## config.mk

```make
export PLATFORM = sky130hd
export DESIGN_NAME = wwgs_cell
export DESIGN_NICKNAME = d
export VERILOG_FILES = /design/src/wwgs_pkg.sv /design/src/wwgs_cell.sv
export SDC_FILE = /design/constraint.sdc
export NUM_CORES = 1
export LEC_CHECK = 0
export BUFFER_PORTS_ARGS = -buffer_cell sky130_fd_sc_hd__buf_4
export CAP_MARGIN = 30
export CORE_AREA = 2 2 39 41
export CTS_CLUSTER_DIAMETER = 30
export CTS_CLUSTER_SIZE = 30
export DETAILED_ROUTE_END_ITERATION = 6
export DIE_AREA = 0 0 41 43
export HOLD_SLACK_MARGIN = 0.02
export PLACE_DENSITY = 0.47
export SYNTH_ARGS = -nofsm -noshare
export SYNTH_HDL_FRONTEND = slang
export SYNTH_SLANG_ARGS = --single-unit
export TNS_END_PERCENT = 50
```

## constraint.sdc

```tcl
create_clock -name clk -period 3.4 [get_ports clk]
set_clock_uncertainty 0.15 [all_clocks]
set_input_delay 0.68 -clock clk [delete_from_list [all_inputs] [get_ports clk]]
set_output_delay 0.68 -clock clk [all_outputs]
set_load 0.1 [all_outputs]
```

## src/wwgs_pkg.sv

```systemverilog
package wwgs_pkg;

  // Wireworld cell states.
  typedef enum logic [1:0] {
    CELL_EMPTY = 2'd0,
    CELL_WIRE  = 2'd1,
    CELL_HEAD  = 2'd2,
    CELL_TAIL  = 2'd3
  } cell_t;

  // Action codes carried on in_tuser.
  localparam logic [1:0] ACT_WRITE = 2'd0;
  localparam logic [1:0] ACT_STEP  = 2'd1;
  localparam logic [1:0] ACT_READ  = 2'd2;

  // Configuration register indexes.
  localparam int CFG_IDX_W  = 2;
  localparam int CFG_DATA_W = 6;
  localparam logic [CFG_IDX_W-1:0] REG_ROWS = 2'd0;
  localparam logic [CFG_IDX_W-1:0] REG_COLS = 2'd1;
  localparam logic [CFG_DATA_W-1:0] DIM_RESET = 6'd32;

  // Field widths.
  localparam int IDX_W    = 10;
  localparam int TDATA_W  = 16;
  localparam int ACTION_W = 2;

  // Whether the evaluated cell and each of its neighbors lie inside the active area.
  typedef struct packed {
    logic center_ok;
    logic up_ok;
    logic down_ok;
    logic left_ok;
    logic right_ok;
  } bound_t;

endpackage

```

## src/wwgs_cell.sv

```systemverilog
module wwgs_cell (
  input  logic            clk,
  input  logic            rst_n,
  input  logic            shift_en,
  input  logic            commit_en,
  input  logic            load_en,
  input  wwgs_pkg::cell_t load_val,
  input  wwgs_pkg::cell_t val_in,
  input  wwgs_pkg::cell_t nxt_in,
  output wwgs_pkg::cell_t val_out,
  output wwgs_pkg::cell_t nxt_out
);

  wwgs_pkg::cell_t val_r;
  wwgs_pkg::cell_t nxt_r;

  always_ff @(posedge clk) begin
    if (!rst_n) begin
      val_r <= wwgs_pkg::CELL_EMPTY;
    end else if (load_en) begin
      val_r <= load_val;
    end else if (commit_en) begin
      val_r <= nxt_r;
    end else if (shift_en) begin
      val_r <= val_in;
    end
  end

  // The next-generation plane needs no reset: every cell gets it written
  // during a step before it is committed.
  always_ff @(posedge clk) begin
    if (shift_en) begin
      nxt_r <= nxt_in;
    end
  end

  assign val_out = val_r;
  assign nxt_out = nxt_r;

endmodule

```

==> results.cfg <==
[clock_network]
cts_hold_buf = 0
clk_pin_slew_ps = 40
tritoncts = yes
cts_resized = 0
root_buffer = clkbuf_4
clock_sinks = 4
clock_latency_ps = 240
htreeDepth = 1
clockBufferDepth = 2
cts_buffers = 3
post_cts_buffers = 0

[floorplan]
start_util = 0.136
core_sq_um = 1380
fp.dieH_um = 43
num_rows = 14
io_pins = 15
dieArea_sq_um = 1760
die_w_um = 41

[sta]
timing.slew.headroom = 0.816
rsz0062_at_grt = false
finalSetupTns_ps = 0
fin_crit_sh = 0.501
min_period_ps = 1700
worst_slack_ps = 1700
final_hold_viol_count = 0
tightest_slew_ps = 279
hold_slack_ps = 304
max_freq_mhz = 587
finalSetupViolations = 0
slew_viol_final = 0

[critical_path]
crit_path_start_kind = flop
reg2reg_slack_ps = 2200
crit_chain = buf_4
path_max_fanout = 2
crit_type = flop to primary output
required_ps = 2570
r2r-end = val_out[1]
worstPathArrival_ps = 870
critical_path_buf_inv_count = 1
setup.worst_path.end_class = primary output
worstRegToRegCells = 3
critPathSlowestCell = edfxtp_1
crit_family = flip-flops
cp_slowest_stage_delay_ps = 340
rr_startpoint = nxt_out[1]

[worst_hold_path]
min_path_type = flop to flop
hp-start = val_out[0]
min_path_cells = 2
whs_endpoint = val_out[0]

[logic_synthesis]
avgSynthCellArea_sq_um = 12.5
ys_warn_count = 0
ys_ff_latch = 4
post_synth_num_cell_types = 9
synthCells = 15
yosysSeqAreaShare = 0.533
synth_fp_nets = 26
synth_area_sq_um = 188

[grt]
use_met2 = 0.0969
met3_usage = 0.0785
gr-usage-all-layers = 0.0776
grt_overflow = 0
grt-busiest-layer = met2
antenna_found_initial = 0
grt_pass1_wl_um = 814
globalRouteMet1Util = 0.0717
grt_pass1_vias = 207
grt_max_degree = 6

[power]
p_sw_mw = 0.0591
combPwrFrac = 0.307
irDropWorstVdd_mv = 0.213
powerDensity_nw_per_um2 = 518
seq_power_share = 0.326
intPower_mw = 0.116
leakage_nw = 0.143
p_clk_frac = 0.368
switching_share = 0.337

[routing]
wl_per_cell_um = 10.8
detail-route-antenna-nets = 0
drtIter0Drc = 1
first_pass_iters = 2
vias_per_cell = 3.84
num_vias = 188
drt-total-wl_um = 531
drc_errors = 0

[outcome]
run_status = complete, no violations

[layout]
final_common_cell = buf_4
drive_gt1_frac = 0.636
final_nets = 45
layout_common_cells = buf_4, clkbuf_4
syn_to_final_growth_pct = 80.7
nFillCells = 150
diodes = 0

[place]
post-place-ws_ps = 1730
hpwl_um = 429
place.gp.congestion = 0.647
portBuffers = 14

[run]
max_cap_violations = 0
-- cell type report --
class	count	area, sq um	share of cell area
repair buffers	14	105	0.310
flip-flops and latches	4	100	0.295
multi-input cells	11	87.6	0.258
clock buffers	4	26.3	0.0775
well taps	16	20.0	0.0590
-- synth_stat cells, drive strengths merged --
cell type,number,area (sq um)
dfxtp,2,40.0
or3,1,11.3
o2111ai,2,23.8
mux2,2,22.5
edfxtp,2,60.1
nand2b,2,12.5
nand2,2,7.51
o21ai,2,10.0
-- routing by layer --
layer / wire [um] / up-vias / share of wire
li1: - / 93 / -
met2: 191 / 15 / 0.36
met1: 231 / 78 / 0.44
met4: 9 / 0 / 0.017
met3: 98 / 2 / 0.18
met5: 0 / - / 0
-- cell families (layout without fill, tap and decap cells) --
| group | Yosys count | after routing | synth area share |
|---|---|---|---|
| muxes | 2 | 2 | 0.120 |
| buffers and inverters | 0 | 18 | 0 |
| DFF | 4 | 4 | 0.533 |
| and+or+nand+nor | 5 | 5 | 0.167 |
| AOI/OAI and AO/OA | 4 | 4 | 0.180 |
-- power groups by stage --
stage | clock [mW] | sequential [mW] | combinational (mW)
floorplan | 0 | 0.0865 | 0.00731
finish | 0.0645 | 0.0572 | 0.0539
detailed placement | 0 | 0.0578 | 0.0542
global route | 0.0726 | 0.0574 | 0.0565
CTS | 0.0690 | 0.0571 | 0.0544
global placement | 0 | 0.0577 | 0.0535
-- worst max path at each step --
stage,startpoint,endpoint,slack (ps),depth (start not counted)
2_1_floorplan,val_out[0],val_out[0],1650,0
3_3_place_gp,commit_en,val_out[0],1750,4
3_5_place_dp,commit_en,val_out[0],1730,4
4_1_cts,nxt_out[1],nxt_out[1],1680,1
5_1_grt,nxt_out[1],nxt_out[1],1660,1
6_report,nxt_out[1],nxt_out[1],1700,1
-- state kept, by name, summed over array words and instances (netlist names) --
| name | count |
|---|---|
| val_out | 2 |
| nxt_out | 2 |
-- metrics by stage --
stage                     utilization  cell area, sq um  power, mW  cells
final                           0.245               339      0.176     49
after global routing            0.245               339      0.187     49
after CTS                       0.245               339      0.180     49
after detailed placement        0.226               313      0.112     45
after global placement          0.226               313      0.111     45
after floorplan                     -               188     0.0938     15
(Power assumes the default switching activity.)
