<file path="src/wwgs_pkg.sv">
package wwgs_pkg;

  // Wireworld cell states.
  typedef enum logic [1:0] {
    CELL_EMPTY = 2'd0,
    CELL_WIRE  = 2'd1,
    CELL_HEAD  = 2'd2,
    CELL_TAIL  = 2'd3
  } cell_t;

  // Action codes carried on in_tuser.
  localparam logic [1:0] ACT_WRITE = 2'd0;
  localparam logic [1:0] ACT_STEP  = 2'd1;
  localparam logic [1:0] ACT_READ  = 2'd2;

  // Configuration register indexes.
  localparam int CFG_IDX_W  = 2;
  localparam int CFG_DATA_W = 6;
  localparam logic [CFG_IDX_W-1:0] REG_ROWS = 2'd0;
  localparam logic [CFG_IDX_W-1:0] REG_COLS = 2'd1;
  localparam logic [CFG_DATA_W-1:0] DIM_RESET = 6'd32;

  // Field widths.
  localparam int IDX_W    = 10;
  localparam int TDATA_W  = 16;
  localparam int ACTION_W = 2;

  // Whether the evaluated cell and each of its neighbors lie inside the active area.
  typedef struct packed {
    logic center_ok;
    logic up_ok;
    logic down_ok;
    logic left_ok;
    logic right_ok;
  } bound_t;

endpackage

</file>
<file path="src/wwgs_rule.sv">
module wwgs_rule (
  input  wwgs_pkg::bound_t        bnd,
  input  wwgs_pkg::cell_t         center,
  // Neighbors from bit 0 up: nw, n, ne, w, e, sw, s, se.
  input  wwgs_pkg::cell_t [7:0]   nbr,
  output wwgs_pkg::cell_t         next_val
);

  logic [7:0] nbr_en;
  logic [3:0] heads;

  assign nbr_en = {bnd.down_ok  & bnd.right_ok,
                   bnd.down_ok,
                   bnd.down_ok  & bnd.left_ok,
                   bnd.right_ok,
                   bnd.left_ok,
                   bnd.up_ok    & bnd.right_ok,
                   bnd.up_ok,
                   bnd.up_ok    & bnd.left_ok};

  always_comb begin
    heads = '0;
    for (int i = 0; i < 8; i++) begin
      heads = heads + 4'(nbr_en[i] && (nbr[i] == wwgs_pkg::CELL_HEAD));
    end
  end

  always_comb begin
    next_val = center;
    if (bnd.center_ok) begin
      unique case (center)
        wwgs_pkg::CELL_EMPTY: next_val = wwgs_pkg::CELL_EMPTY;
        wwgs_pkg::CELL_HEAD:  next_val = wwgs_pkg::CELL_TAIL;
        wwgs_pkg::CELL_TAIL:  next_val = wwgs_pkg::CELL_WIRE;
        wwgs_pkg::CELL_WIRE:  next_val = (heads == 4'd1 || heads == 4'd2) ?
                                         wwgs_pkg::CELL_HEAD : wwgs_pkg::CELL_WIRE;
        default:              next_val = center;
      endcase
    end
  end

endmodule

</file>
<file path="config.mk">
export PLATFORM = sky130hd
export DESIGN_NAME = wwgs_rule
export DESIGN_NICKNAME = d
export VERILOG_FILES = /design/src/wwgs_pkg.sv /design/src/wwgs_rule.sv
export SDC_FILE = /design/constraint.sdc
export NUM_CORES = 1
export LEC_CHECK = 0
export ABC_CLOCK_PERIOD_IN_PS = 3500
export BUFFER_PORTS_ARGS = -buffer_cell sky130_fd_sc_hd__buf_4
export CAP_MARGIN = 20
export CORE_AREA = 10 10 47 49
export DETAILED_ROUTE_END_ITERATION = 12
export DIE_AREA = 0 0 57 59
export PLACE_DENSITY_LB_ADDON = 0.3
export SYNTH_ARGS = -nofsm -noshare
export SYNTH_HDL_FRONTEND = slang
export SYNTH_SLANG_ARGS = --single-unit
</file>
<file path="constraint.sdc">
create_clock -name vclk -period 3.5
set_input_delay 0 -clock vclk [all_inputs]
set_output_delay 0 -clock vclk [all_outputs]
set_load 0.01 [all_outputs]
</file>
==> flow_summary_export.csv <==
group,metric,value,unit
grt,grt_max_degree,4,
final_layout,final_cell_mix,"26 x buf_4, 5 x inv_1, 4 x fa_1",
power_and_ir_drop,max-vdd-ir-drop,0.0576,mV
timing,min_period,3.30,ns
timing,finalSetupTns,0,ns
place,gp_congestion,0.673,
synthesis,syn_area,272,um2
power_and_ir_drop,total_power,0.0573,mW
drt,vias,307,
final_layout,final_common_cell,"buf_4",
floorplanning,ios,25,
setup_path,worstSetupStartpointType,"primary input",
final_layout,clock_buffers,0,
floorplanning,rows,14,
setup_path,slowest_delay,0.53,ns
timing,tightest_slew,0.214,ns
floorplanning,core-area,0.00140,mm2
synthesis,syn_avg_cell_area,9.36,um2
synthesis,postSynthCellCount,29,
setup_path,crit_top_cell,"fa_1",
setup_path,path_delay_family,"adder cells",
drt,drc,0,
flow_run,drv_cap,0,
setup_path,cp_max_fo,3,
setup_path,cp_data_arrival_time,3.30,ns
final_layout,n_antenna_cell,0,
grt,grtUsageTotal,0.0498,
grt,antenna_found_initial,0,
drt,firstDrtPassIters,4,
final_layout,fin_util,0.349,
min_path,hp-start,"center[1]",
drt,wirelength,915,um
timing,slew_headroom,0.857,
final_layout,nFlopsAndLatches,0,
synthesis,ys_seq_area_frac,0,
timing,setup_viol,0,
timing,rsz0062_at_grt,"no",
setup_path,worstSetupEndpointType,"output pin",
drt,ant_nets,0,
setup_path,cp_cell_sequence,"buf_4, and4b_1, fa_1, inv_1, fa_1, inv_1, fa_1, ha_2, fa_1, xnor2_1, a21oi_1, o211ai_1, a22o_1, buf_4",
power_and_ir_drop,power_density,117,mW/mm2
grt,overflow,0,
setup_path,critPathRequiredTime,3.50,ns
floorplanning,dieArea,0.00336,mm2
place,dpl.hpwl,869,um
timing,finalHoldWorstSlack,0.316,ns
status,status,"finished, final reports clean",
drt,via_per_inst,4.32,
synthesis,yosysUniqueCellTypes,17,
timing,finalMaxSlewViolations,0,
final_layout,drive_gt1_frac,0.527,
timing,period_share,0.943,
drt,wire_per_inst,12.9,um
power_and_ir_drop,leakage,0.269,nW
synthesis,yosysWarnings,0,
place,io_buffers,25,
drt,drtIter0Drc,4,
timing,fmax,303,MHz
synthesis,yosysTopAreaCell,"fa_1",
final_layout,ff_latch_area,0,um2
timing,finalHoldViolCount,0,
setup_path,worstSetupPathType,"primary input to output pin",
grt,grt_pass1_vias,335,
final_layout,syn2layout_area_growth,80.2,%
final_layout,nets,87,
floorplanning,start_util,0.194,
synthesis,synth_top_area_share,0.295,
synthesis,synthTopCellsByArea,"fa_1 29%, ha_1 14%, and4b_1 11%, inv_1 6.9%, and3b_1 6.5%",
clocking,ctsHoldBuffers,0,
setup_path,crit_buf_inv,4,
floorplanning,die_w,57,um
setup_path,critPathSlowestCell,"fa_1",
setup_path,crit_path_start,"bnd[3]",
grt,grt_first_pass_wirelength,1.45,mm
synthesis,syn_nets,59,
floorplanning,die-height,59,um
min_path,hold_path_class,"primary input to output pin",
[final cells by class]
| type | instances | area, um2 |
|---|---|---|
| Fill cell | 147 | 912 |
| Multi-Input combinational cell | 24 | 255 |
| Timing Repair Buffer | 26 | 195 |
| Tap cell | 16 | 20.0 |
| Inverter | 5 | 18.8 |
[logic make-up (layout without fill, tap and decap cells)]
kind of cell               after synthesis  in the layout  share of synthesized area
adders and majority gates                7              7                      0.433
AOI/OAI and AO/OA                        6              6                      0.180
xor gates and xnor gates                 1              1                     0.0323
buffers and inverters                    5             31                     0.0691
and+or+nand+nor                         10             10                      0.286
[worst min-delay path, cell delays in order]
cell    delay (ns)
buf_4         0.08
a22o_1        0.12
buf_4         0.11
[worst paths after layout]
path / end / slack (ns) / cells past startpoint
max: next_val[0] / 0.20 / 14
min: next_val[0] / 0.32 / 3
[where the power goes]
| part | total, mW | switching (mW) | internal, mW |
|---|---|---|---|
| sequential | 0 | 0 | 0 |
| combinational | 0.0573 | 0.0217 | 0.0356 |
| clock | 0 | 0 | 0 |
| total | 0.0573 | 0.0217 | 0.0356 |
[per-stage QoR]
step	area, um2	setup slack, ns	instances
2_1_floorplan	272	0.434	29
3_3_place_gp	479	0.107	70
3_5_place_dp	479	0.0753	70
4_1_cts	479	0.0710	70
5_1_grt	489	0.0457	71
6_report	489	0.198	71
[timing repair]
action	in CTS	in global routing
gates resized for setup	0	1
setup buffers	0	1
endpoints found under the hold margin	0	0
endpoints found under the setup margin	0	2
[metal layers]
| layer | global-route usage | vias up | wire length (um) |
|---|---|---|---|
| met5 | 0 | - | 0 |
| met4 | 0 | 0 | 0 |
| met3 | 0.0107 | 0 | 48 |
| met2 | 0.104 | 10 | 525 |
| met1 | 0.0514 | 140 | 341 |
| li1 | - | 157 | - |
[synth_stat cells, drive strengths merged, types with 2 or more instances]
| cell type | n |
|---|---|
| inv | 5 |
| fa | 4 |
| and4b | 3 |
| ha | 3 |
| and3b | 2 |
(Power assumes the default switching activity.)
